<file path="src/rtl/frame_slot_pool_drop_oldest_defines.svh">
// Assertion macros for the frame slot pool. Each expects clk and rst_n in scope.
`ifndef FRAME_SLOT_POOL_DROP_OLDEST_DEFINES_SVH
`define FRAME_SLOT_POOL_DROP_OLDEST_DEFINES_SVH
`ifndef SYNTH
`define FSPDO_ASSERT_IMPLY(name, ante, cons) \
    name: assert property (@(posedge clk) disable iff (!rst_n) (ante) |-> (cons)) \
        else $error("fspdo: same-cycle check failed");
`define FSPDO_ASSERT_NEXT(name, ante, cons) \
    name: assert property (@(posedge clk) disable iff (!rst_n) (ante) |=> (cons)) \
        else $error("fspdo: next-cycle check failed");
`else
`define FSPDO_ASSERT_IMPLY(name, ante, cons)
`define FSPDO_ASSERT_NEXT(name, ante, cons)
`endif
`endif

</file>
<file path="src/rtl/fspdo_pkg.sv">
`default_nettype none
package fspdo_pkg;

    localparam int POOL_DEPTH_DEF  = 16;
    localparam int MAX_FRAME_BYTES = 4096;
    // granted_slot is 4 bits wide, so at most 16 slots can ever be filled
    localparam int SLOT_LIMIT      = 16;
    localparam int CAP_W           = 5;
    localparam int CFG_IDX_W       = 2;

    localparam logic [CAP_W-1:0] CAP_RESET = 5'd16;

    localparam logic [CFG_IDX_W-1:0] CFG_CAPACITY = 2'd0;
    localparam logic [CFG_IDX_W-1:0] CFG_ENABLE   = 2'd1;

    localparam logic [1:0] REQ_PUSH    = 2'd0;
    localparam logic [1:0] REQ_POP     = 2'd1;
    localparam logic [1:0] REQ_RELEASE = 2'd2;
    localparam logic [1:0] REQ_FLUSH   = 2'd3;

    localparam logic [2:0] RS_OK       = 3'd0;
    localparam logic [2:0] RS_EMPTY    = 3'd1;
    localparam logic [2:0] RS_NO_SLOT  = 3'd2;
    localparam logic [2:0] RS_TOO_LONG = 3'd3;
    localparam logic [2:0] RS_IGNORED  = 3'd4;

    typedef struct packed {
        logic [1:0]  req_type;
        logic [15:0] frame_length;
        logic [7:0]  slot_index;
    } req_item_t;

    typedef struct packed {
        logic [2:0]  status;
        logic [3:0]  granted_slot;
        logic [15:0] granted_length;
        logic        evicted;
        logic [31:0] drop_total;
    } rsp_item_t;

endpackage
`default_nettype wire

</file>
<file path="src/rtl/frame_slot_pool_drop_oldest.sv">
`default_nettype none
// Frame slot pool with a drop-oldest ready queue. Each request (push, pop, release,
// flush) gives exactly one response. A request goes through accept, execute and
// response load. A push that evicts the oldest ready frame adds S_EVICT1 when no
// slot is free and S_EVICT2 when a lowered capacity leaves the queue over its limit
// and an entry is dropped. A successful pop adds S_POP1 and S_POP2, since the ready
// ring and the slot length store are synchronous memories with a registered read
// and a pop reads them in series. A new request is taken while the previous response
// still waits on rsp. Free/used state of the slots sits in flops so the lowest free
// slot below the capacity is found combinationally. Configuration writes are accepted
// in any cycle and must only be issued while no request is in flight.
`include "frame_slot_pool_drop_oldest_defines.svh"
module frame_slot_pool_drop_oldest #(
    parameter int POOL_DEPTH = fspdo_pkg::POOL_DEPTH_DEF
) (
    input  wire logic                            clk,
    input  wire logic                            rst_n,
    input  wire logic                            req_valid,
    output logic                                 req_ready,
    input  wire fspdo_pkg::req_item_t            req,
    output logic                                 rsp_valid,
    input  wire logic                            rsp_ready,
    output fspdo_pkg::rsp_item_t                 rsp,
    input  wire logic                            cfg_valid,
    output logic                                 cfg_ready,
    input  wire logic [fspdo_pkg::CFG_IDX_W-1:0] cfg_index,
    input  wire logic [fspdo_pkg::CAP_W-1:0]     cfg_data
);

    localparam int NSLOT  = (POOL_DEPTH < fspdo_pkg::SLOT_LIMIT) ?
                            POOL_DEPTH : fspdo_pkg::SLOT_LIMIT;
    localparam int SLOT_W = $clog2(NSLOT);
    localparam int RING_W = $clog2(POOL_DEPTH);
    localparam int CAP_W  = fspdo_pkg::CAP_W;

    localparam logic [2:0] S_IDLE   = 3'd0;
    localparam logic [2:0] S_EXEC   = 3'd1;
    localparam logic [2:0] S_EVICT1 = 3'd2;
    localparam logic [2:0] S_EVICT2 = 3'd3;
    localparam logic [2:0] S_POP1   = 3'd4;
    localparam logic [2:0] S_POP2   = 3'd5;
    localparam logic [2:0] S_OUT    = 3'd6;

    logic [2:0]             state_reg, state_next;
    fspdo_pkg::req_item_t   req_reg, req_next;
    logic [NSLOT-1:0]       busy_reg, busy_next;
    logic [RING_W-1:0]      head_reg, head_next;
    logic [RING_W-1:0]      tail_reg, tail_next;
    logic [CAP_W-1:0]       count_reg, count_next;
    logic [31:0]            drop_reg, drop_next;
    logic [CAP_W-1:0]       cap_reg, cap_next;
    logic                   enable_reg, enable_next;
    logic [2:0]             res_status_reg, res_status_next;
    logic [SLOT_W-1:0]      res_slot_reg, res_slot_next;
    logic [15:0]            res_len_reg, res_len_next;
    logic                   res_ev_reg, res_ev_next;
    fspdo_pkg::rsp_item_t   rsp_reg, rsp_next;
    logic                   rsp_valid_reg, rsp_valid_next;

    logic [SLOT_W-1:0]      ring_mem [POOL_DEPTH];
    logic [SLOT_W-1:0]      ring_rdata_reg;
    logic                   ring_we;
    logic [SLOT_W-1:0]      ring_wdata;
    logic [15:0]            len_mem [NSLOT];
    logic [15:0]            len_rdata_reg;
    logic                   len_we;
    logic [SLOT_W-1:0]      len_waddr;

    logic [CAP_W-1:0]       cap_eff;
    logic                   queue_full;
    logic                   free_found;
    logic [SLOT_W-1:0]      free_idx;
    logic                   too_long;
    logic [RING_W-1:0]      head_inc;
    logic [RING_W-1:0]      tail_inc;
    logic                   rsp_load;

    assign req_ready = (state_reg == S_IDLE);
    assign cfg_ready = 1'b1;
    assign rsp_valid = rsp_valid_reg;
    assign rsp       = rsp_reg;
    assign rsp_load  = (state_reg == S_OUT) && (!rsp_valid_reg || rsp_ready);

    // Memories: the ring is always read at the head, the length store at the ring output.
    always_ff @(posedge clk)
    begin
        if (ring_we)
        begin
            ring_mem[tail_reg] <= ring_wdata;
        end
        ring_rdata_reg <= ring_mem[head_reg];
    end

    always_ff @(posedge clk)
    begin
        if (len_we)
        begin
            len_mem[len_waddr] <= req_reg.frame_length;
        end
        len_rdata_reg <= len_mem[ring_rdata_reg];
    end

    always_comb
    begin
        if (cap_reg == '0)
        begin
            cap_eff = CAP_W'(1);
        end
        else if (32'(cap_reg) > POOL_DEPTH)
        begin
            cap_eff = CAP_W'(POOL_DEPTH);
        end
        else
        begin
            cap_eff = cap_reg;
        end
    end

    assign queue_full = (count_reg >= cap_eff);
    assign too_long   = (req_reg.frame_length > 16'(fspdo_pkg::MAX_FRAME_BYTES));
    assign head_inc   = (head_reg == RING_W'(POOL_DEPTH - 1)) ? '0 : head_reg + RING_W'(1);
    assign tail_inc   = (tail_reg == RING_W'(POOL_DEPTH - 1)) ? '0 : tail_reg + RING_W'(1);

    // Lowest free slot below the effective capacity.
    always_comb
    begin
        free_found = 1'b0;
        free_idx   = '0;
        for (int i = NSLOT - 1; i >= 0; i--)
        begin
            if (!busy_reg[i] && (i < 32'(cap_eff)))
            begin
                free_found = 1'b1;
                free_idx   = SLOT_W'(i);
            end
        end
    end

    always_comb
    begin
        state_next      = state_reg;
        req_next        = req_reg;
        busy_next       = busy_reg;
        head_next       = head_reg;
        tail_next       = tail_reg;
        count_next      = count_reg;
        drop_next       = drop_reg;
        cap_next        = cap_reg;
        enable_next     = enable_reg;
        res_status_next = res_status_reg;
        res_slot_next   = res_slot_reg;
        res_len_next    = res_len_reg;
        res_ev_next     = res_ev_reg;
        rsp_next        = rsp_reg;
        rsp_valid_next  = rsp_valid_reg;
        ring_we         = 1'b0;
        ring_wdata      = res_slot_reg;
        len_we          = 1'b0;
        len_waddr       = res_slot_reg;

        if (cfg_valid)
        begin
            if (cfg_index == fspdo_pkg::CFG_CAPACITY)
            begin
                cap_next = cfg_data;
            end
            else if (cfg_index == fspdo_pkg::CFG_ENABLE)
            begin
                enable_next = cfg_data[0];
            end
        end

        if (rsp_valid_reg && rsp_ready)
        begin
            rsp_valid_next = 1'b0;
        end

        unique case (state_reg)
            S_IDLE:
            begin
                if (req_valid)
                begin
                    req_next        = req;
                    res_status_next = fspdo_pkg::RS_OK;
                    res_slot_next   = '0;
                    res_len_next    = '0;
                    res_ev_next     = 1'b0;
                    state_next      = S_EXEC;
                end
            end
            S_EXEC:
            begin
                state_next = S_OUT;
                unique case (req_reg.req_type)
                    fspdo_pkg::REQ_PUSH:
                    begin
                        if (!enable_reg)
                        begin
                            res_status_next = fspdo_pkg::RS_IGNORED;
                        end
                        else if (!free_found && queue_full)
                        begin
                            // evict the oldest ready frame and reuse its slot
                            head_next   = head_inc;
                            count_next  = count_reg - CAP_W'(1);
                            drop_next   = drop_reg + 32'd1;
                            res_ev_next = 1'b1;
                            state_next  = S_EVICT1;
                        end
                        else if (!free_found)
                        begin
                            drop_next       = drop_reg + 32'd1;
                            res_status_next = fspdo_pkg::RS_NO_SLOT;
                        end
                        else if (too_long)
                        begin
                            drop_next       = drop_reg + 32'd1;
                            res_status_next = fspdo_pkg::RS_TOO_LONG;
                        end
                        else
                        begin
                            len_we              = 1'b1;
                            len_waddr           = free_idx;
                            busy_next[free_idx] = 1'b1;
                            res_slot_next       = free_idx;
                            res_len_next        = req_reg.frame_length;
                            if (queue_full)
                            begin
                                // free slot but queue at limit: drop the oldest entry
                                head_next   = head_inc;
                                count_next  = count_reg - CAP_W'(1);
                                drop_next   = drop_reg + 32'd1;
                                res_ev_next = 1'b1;
                                state_next  = S_EVICT2;
                            end
                            else
                            begin
                                ring_we    = 1'b1;
                                ring_wdata = free_idx;
                                tail_next  = tail_inc;
                                count_next = count_reg + CAP_W'(1);
                            end
                        end
                    end
                    fspdo_pkg::REQ_POP:
                    begin
                        if (count_reg == '0)
                        begin
                            res_status_next = fspdo_pkg::RS_EMPTY;
                        end
                        else
                        begin
                            head_next  = head_inc;
                            count_next = count_reg - CAP_W'(1);
                            state_next = S_POP1;
                        end
                    end
                    fspdo_pkg::REQ_RELEASE:
                    begin
                        if (32'(req_reg.slot_index) < POOL_DEPTH)
                        begin
                            if (32'(req_reg.slot_index) < NSLOT)
                            begin
                                busy_next[req_reg.slot_index[SLOT_W-1:0]] = 1'b0;
                            end
                        end
                        else
                        begin
                            res_status_next = fspdo_pkg::RS_IGNORED;
                        end
                    end
                    fspdo_pkg::REQ_FLUSH:
                    begin
                        head_next  = '0;
                        tail_next  = '0;
                        count_next = '0;
                        busy_next  = '0;
                    end
                    default:
                    begin
                        res_status_next = fspdo_pkg::RS_IGNORED;
                    end
                endcase
            end
            S_EVICT1:
            begin
                state_next = S_OUT;
                if (too_long)
                begin
                    busy_next[ring_rdata_reg] = 1'b0;
                    drop_next                 = drop_reg + 32'd1;
                    res_status_next           = fspdo_pkg::RS_TOO_LONG;
                end
                else
                begin
                    busy_next[ring_rdata_reg] = 1'b1;
                    len_we        = 1'b1;
                    len_waddr     = ring_rdata_reg;
                    res_slot_next = ring_rdata_reg;
                    res_len_next  = req_reg.frame_length;
                    if (queue_full)
                    begin
                        // queue still over a lowered limit: drop the next oldest entry too
                        head_next  = head_inc;
                        count_next = count_reg - CAP_W'(1);
                        drop_next  = drop_reg + 32'd1;
                        state_next = S_EVICT2;
                    end
                    else
                    begin
                        ring_we    = 1'b1;
                        ring_wdata = ring_rdata_reg;
                        tail_next  = tail_inc;
                        count_next = count_reg + CAP_W'(1);
                    end
                end
            end
            S_EVICT2:
            begin
                // the dropped entry may point at the new slot; its free mark wins
                busy_next[ring_rdata_reg] = 1'b0;
                ring_we    = 1'b1;
                ring_wdata = res_slot_reg;
                tail_next  = tail_inc;
                count_next = count_reg + CAP_W'(1);
                state_next = S_OUT;
            end
            S_POP1:
            begin
                busy_next[ring_rdata_reg] = 1'b1;
                res_slot_next             = ring_rdata_reg;
                state_next                = S_POP2;
            end
            S_POP2:
            begin
                res_len_next = len_rdata_reg;
                state_next   = S_OUT;
            end
            S_OUT:
            begin
                if (rsp_load)
                begin
                    rsp_next.status         = res_status_reg;
                    rsp_next.granted_slot   = 4'(res_slot_reg);
                    rsp_next.granted_length = res_len_reg;
                    rsp_next.evicted        = res_ev_reg;
                    rsp_next.drop_total     = drop_reg;
                    rsp_valid_next          = 1'b1;
                    state_next              = S_IDLE;
                end
            end
            default:
            begin
                state_next = S_IDLE;
            end
        endcase
    end

    always_ff @(posedge clk or negedge rst_n)
    begin
        if (!rst_n)
        begin
            state_reg     <= S_IDLE;
            busy_reg      <= '0;
            head_reg      <= '0;
            tail_reg      <= '0;
            count_reg     <= '0;
            drop_reg      <= '0;
            cap_reg       <= fspdo_pkg::CAP_RESET;
            enable_reg    <= 1'b0;
            rsp_valid_reg <= 1'b0;
        end
        else
        begin
            state_reg     <= state_next;
            busy_reg      <= busy_next;
            head_reg      <= head_next;
            tail_reg      <= tail_next;
            count_reg     <= count_next;
            drop_reg      <= drop_next;
            cap_reg       <= cap_next;
            enable_reg    <= enable_next;
            rsp_valid_reg <= rsp_valid_next;
        end
    end

    always_ff @(posedge clk)
    begin
        req_reg        <= req_next;
        res_status_reg <= res_status_next;
        res_slot_reg   <= res_slot_next;
        res_len_reg    <= res_len_next;
        res_ev_reg     <= res_ev_next;
        rsp_reg        <= rsp_next;
    end

    `FSPDO_ASSERT_IMPLY(a_count_bound, 1'b1, count_reg <= CAP_W'(NSLOT))
    `FSPDO_ASSERT_NEXT(a_accept_exec, req_valid && req_ready, state_reg == S_EXEC)
    `FSPDO_ASSERT_IMPLY(a_rsp_from_out, $rose(rsp_valid_reg), $past(state_reg) == S_OUT)
    `FSPDO_ASSERT_IMPLY(a_pop_nonempty, state_reg == S_POP1, $past(count_reg) != '0)

endmodule
`default_nettype wire
</file>
<file path="config.mk">
export PLATFORM = sky130hd
export DESIGN_NAME = frame_slot_pool_drop_oldest
export DESIGN_NICKNAME = d
export VERILOG_FILES = /design/src/rtl/fspdo_pkg.sv /design/src/rtl/frame_slot_pool_drop_oldest.sv
export VERILOG_INCLUDE_DIRS = /design/src /design/src/rtl
export SDC_FILE = /design/constraint.sdc
export NUM_CORES = 1
export LEC_CHECK = 0
export BUFFER_PORTS_ARGS = -buffer_cell sky130_fd_sc_hd__buf_2
export CORE_UTILIZATION = 30
export CTS_CLUSTER_SIZE = 20
export DETAILED_ROUTE_END_ITERATION = 8
export GPL_ROUTABILITY_DRIVEN = 0
export MAX_ROUTING_LAYER = met4
export PLACE_DENSITY = 0.54
export SLEW_MARGIN = 5
export SYNTH_ARGS = -nofsm -noshare
export SYNTH_HDL_FRONTEND = slang
export SYNTH_SLANG_ARGS = --single-unit
</file>
<file path="constraint.sdc">
create_clock -name clk -period 4.1 [get_ports clk]
set_input_delay 0.41 -clock clk [delete_from_list [all_inputs] [get_ports clk]]
set_output_delay 0.41 -clock clk [all_outputs]
set_load 0.02 [all_outputs]
</file>
# Yosys cells after proc, flatten, opt, wreduce, memory -nomap -nowiden
# Memories as Yosys holds them, arrays and structs flattened. A register that Yosys moved wholly into a read port is not among the register bits.
# Cells that the tools add are included.
# op_classes
n_reduce_logical	68
n_addsub	5
mul	0
bitwise_logic	7
n_mux	152
div	0
magnitude_cmp	26
n_eq_ne	35
n_shift	0
# op_table
operator	count
2-to-1 mux 16 bit	12
2-to-1 mux 32 bit	6
2-to-1 mux 4 bit	44
one-hot mux 16 bit (4 select lines)	2
one-hot mux 32 bit (2 select lines)	1
one-hot mux 16 bit (3 select lines)	1
2-to-1 mux 1 bit	44
2-to-1 mux 3 bit	14
less-than comparator 4 x 5 -> 1 bit, first input constant	8
2-to-1 mux 5 bit	8
inequality test 3 bit, second input constant	11
adder 32 x 1 -> 32 bit, second input constant	1
bitwise AND 16 bit	2
NOT 16 bit	2
OR 16 bit	2
one-hot mux 4 bit (2 select lines)	4
one-hot mux 5 bit (3 select lines)	2
one-hot mux 4 bit (3 select lines)	2
logical AND 1 bit	22
less-than comparator 3 x 5 -> 1 bit, first input constant	4
logical NOT 1 bit	18
one-hot mux 3 bit (3 select lines)	2
one-hot mux 3 bit (6 select lines)	1
greater-than comparator 16 x 13 -> 1 bit, second input constant	1
other kinds (42)	79
# totals
rom_bits	0
latchBits	0
in_bits	38
regBits	177
mem_count	2
mem_bits_rw	320
# mem_list
name	depth	width	read_ports	rd_clocked_by_memory_dff	write_ports	line	text
len_mem	16	16	1	1	1	frame_slot_pool_drop_oldest.sv:64	logic [15:0] len_mem [NSLOT];
ring_mem	16	4	1	1	1	frame_slot_pool_drop_oldest.sv:60	logic [SLOT_W-1:0] ring_mem [POOL_DEPTH];

# Logic depth before layout (Yosys ltp)
# depth
depth_word	32
ltp_mapped	15
mapped_depth_nobuf	12

# Least setup slack after synthesis
# Ideal clock, no wire load.
# synth_path
path_type	register to register
startpoint	register req_reg[9] (netlist bit)
endpoint	memory len_mem[10][0], enable pin
setup_ns	0.388
path_buffers	0
t_arrival_ns	3.268
slack_ns	0.444
stages_incl_launch_ff	9
cell_sequence	edfxtp_1 -> or4_1 -> o31ai_1 -> nand3_1 -> a31oi_2 -> mux2_2 -> o21ai_2 -> nand2_1 -> nor2_1
# synth_between
elab_chain_cells	9
# synth_lines
item	line	text
start, declared	frame_slot_pool_drop_oldest.sv:45	fspdo_pkg::req_item_t req_reg, req_next;
start signal, assigned	frame_slot_pool_drop_oldest.sv:389	req_reg <= req_next;
greater-than comparator 16 x 13 -> 1 bit *	frame_slot_pool_drop_oldest.sv:120	assign too_long = (req_reg.frame_length > 16'(fspdo_pkg::MAX_FRAME_BYTES));
2-to-1 mux 1 bit	frame_slot_pool_drop_oldest.sv:215, frame_slot_pool_drop_oldest.sv:288	
2-to-1 mux 1 bit	frame_slot_pool_drop_oldest.sv:210	else if (!free_found)
2-to-1 mux 1 bit	frame_slot_pool_drop_oldest.sv:201	else if (!free_found && queue_full)
2-to-1 mux 1 bit	frame_slot_pool_drop_oldest.sv:197	if (!enable_reg)
2-to-1 mux 1 bit	frame_slot_pool_drop_oldest.sv:194	unique case (req_reg.req_type)
one-hot mux 1 bit (2 select lines)	frame_slot_pool_drop_oldest.sv:178	unique case (state_reg)
2-to-1 mux 1 bit	frame_slot_pool_drop_oldest.sv:96	if (len_we)
2-to-1 mux 1 bit (not written as such)	frame_slot_pool_drop_oldest.sv:98	len_mem[len_waddr] <= req_reg.frame_length;
end, declared	frame_slot_pool_drop_oldest.sv:64	
# Mark *: on every way between the ends. The rest lies on a longest branch, timed or not.

# Worst setup path after layout
# layout_path
startpoint	register req_reg[9] (netlist bit)
endpoint	memory len_mem[3][4], enable pin
# The elaborated chain is that of the path after synthesis.

==> metrics.txt <==
Rows=99; register bit total from synthesis=517; Layout area overhead=19.1%; xor and xnor area share after synthesis=0.0147; commonest non-fill, non-tap cell in the layout=edfxtp_1; post-layout min period=3.89 ns; Final Power=17.8 mW; pin count of the biggest net entering global routing=72; Vias per Instance=5.11; core area=0.0728 mm^2; worst min-delay path class=input port to register; top cells by area, synth=edfxtp_1, mux4_2, dfrtp_1; Power Density=678 mW/mm^2; Top Ports=97; Final Core Density=0.361; Worst Setup End Kind=register; worst endpoint required time=4.41 ns; clk buf depth=3; Final Max Slew Viols=0; CTS clk-pin slew, worst paths=0.06 ns; Clock Latency Late Sink=0.63 ns; share of layout cells above drive strength 1=0.249; run status=completed; CTS root buf=clkbuf_16; Fin. Hold Viols=0; part of the cycle the worst path needs=0.950; Layout Skew=0.0402 ns; Max H-tree Level=2; top-area cell type share of the netlist area=0.580; mux cell area share after synthesis=0.108; relative max-transition margin=0.102; Port Buf Inserts=95; Post-Syn Area per Cell=15.6 um^2; die height=273 um; Post-Synthesis Net Count=1,469; DR DRC count=0; RSZ-0062 raised after global routing=false; count of flip-flops with a built-in enable after synthesis=426; CP Launch Type=register; Worst-Margin Slew=1.35 ns; TritonCTS Buffers=53; WL/cell=22.2 um; post-synthesis cell type count=83; max reg flops=256; die width=273 um; CTS tree=done; final number of setup-violating endpoints=0; DR pass1 iterations=8; Final TNS setup=0 ns; Seq/Total Area, Yosys=0.679; adder-cell share of the synthesized area=0.0101; number of nets in the layout=1,646; post-CTS setup buffers=0; commonest cells after routing, fill and taps aside=edfxtp_1, mux4_2, buf_2; initial antenna violation count=0; cells after synthesis=1,414; Leak Pwr=8.95 nW; compound-cell area share of the yosys netlist=0.0863; GR Util All Layers=0.159; DR iter-0 viols=1,209; Setup CP Type=register to register; commonest register cell after synthesis=edfxtp_1; Initial Util=0.303; Post-synth ARST share=0.137; post-synthesis simple-gate area fraction=0.0836; HPWL Detailed=38,000 um; vias in the first global route=13,148; n_diodes=0; ANT nets after route=0; VDD IR max=378 uV; first-pass GRT wire length=86,500 um; Vias=13,266; Yosys Warn Count=0; clock sinks=517; Max-Cap Viols=0; achievable frequency=0.257 GHz; grt ovf=0; Cell Area, Synth=0.0221 mm^2; die area=0.0746 mm^2; Detailed Route WL=57,600 um; Synth area leader=edfxtp_1; critical path arrival=4.20 ns; combinational family with the most area after synthesis=multiplexers; crit path max fanout=18
==> layer usage <==
metal | track usage | part of all wire | vias up
li1 | - | - | 5955
met1 | 0.214 | 0.45 | 6856
met2 | 0.251 | 0.48 | 374
met3 | 0.0227 | 0.045 | 81
met4 | 0.0437 | 0.024 | 0
met5 | - | 0 | -
==> cells in the mapped netlist, types with 4 or more instances <==
| library cell | count |
|---|---|
| and3_1 | 27 |
| dfxtp_1 | 20 |
| mux2i_1 | 6 |
| o221ai_1 | 6 |
| o32ai_1 | 10 |
| nor2b_1 | 16 |
| a221oi_1 | 4 |
| or3_1 | 4 |
| a31oi_1 | 16 |
| nand3_1 | 20 |
| o21a_1 | 6 |
| mux2_2 | 7 |
| edfxtp_1 | 426 |
| buf_4 | 5 |
| a211oi_1 | 14 |
| a22o_1 | 19 |
| o31a_1 | 5 |
| mux4_2 | 100 |
| a21o_1 | 5 |
| nor4_1 | 7 |
| buf_2 | 10 |
| a211o_1 | 8 |
| buf_1 | 11 |
| o21ai_0 | 58 |
| a21oi_1 | 42 |
| nand2b_1 | 24 |
| nor3_1 | 36 |
| o21bai_1 | 4 |
| nand4_1 | 18 |
| nor2_1 | 94 |
| nand2_1 | 91 |
| ha_1 | 17 |
| a22oi_1 | 9 |
| a221o_1 | 4 |
| xnor2_1 | 23 |
| xor2_1 | 14 |
| clkbuf_1 | 47 |
| or4_1 | 5 |
| inv_1 | 22 |
| dfrtp_1 | 70 |
| o22ai_1 | 7 |
| and2_1 | 9 |
| o31ai_1 | 7 |
==> timing repair <==
item / CTS / global route
hold buffers: 28 / 0
setup endpoints to repair: 0 / 252
endpoints found under the hold margin: 45 / 0
resized for setup: 0 / 2
==> power by group <==
group          total, mW  switching, mW  leakage, nW  internal (mW)
sequential          7.39          0.773         4.96           6.62
combinational       5.56           3.30         3.14           2.26
clock               4.85           2.13        0.855           2.73
==> area by class of cell <==
type	count	area, um^2
fillers	6888	46600
well taps	959	1200
inverters	22	82.6
multi-input cells	801	6750
repair buffers	196	1480
clock inverters	40	380
flip-flops and latches	517	15000
clock buffers	60	1390
==> stage by stage <==
step                instances  setup slack (ns)  hold WS, ns  area [um^2]
floorplan                1414             0.444        0.114        22100
global placement         2467            0.0334        0.406        24200
detailed placement       2467            0.0544        0.405        24200
CTS                      2595            0.0205       0.0153        26300
global route             2595            0.0255       0.0331        26300
finish                   2595             0.207       0.0440        26300
==> critical path, stage by stage, from the launching register on <==
cell      delay (ns)
edfxtp_1        0.37
buf_4           0.22
or4_1           0.64
o31ai_2         0.46
buf_4           0.22
nand3_1         0.13
a31oi_2         0.31
mux2_2          0.39
o21ai_2         0.19
nand2_1         0.24
nor2_2          0.19
buf_4           0.20
==> final timing paths <==
check	start	to	slack (ns)	cells past startpoint
setup / recovery	req_reg[9]$_DFFE_PP_	len_mem[3][4]$_DFFE_PP_	0.21	11
hold / removal	cfg_data[3]	cap_reg[3]$_DFFE_PN0P_	0.04	2
setup reg to reg	req_reg[9]$_DFFE_PP_	len_mem[3][4]$_DFFE_PP_	0.21	11
hold reg to reg	res_len_reg[8]$_DFFE_PP_	rsp[41]$_DFFE_PP_	0.42	0
max in group asynchronous	rst_n	busy_reg[8]$_DFFE_PN0P_	2.94	2
min in group asynchronous	rst_n	drop_reg[27]$_DFFE_PN0P_	0.51	2
==> logic make-up (layout without fill, tap and decap cells) <==
family,count (synthesis),after routing
multiplexers,113,113
flip-flops,517,517
XOR/XNOR,37,37
buffers and inverters,96,318
adder cells (fa/ha/maj),18,18
AO/OA/AOI/OAI,264,264
AND/OR/NAND/NOR,368,368
other,1,1
(Power assumes the default switching activity.)
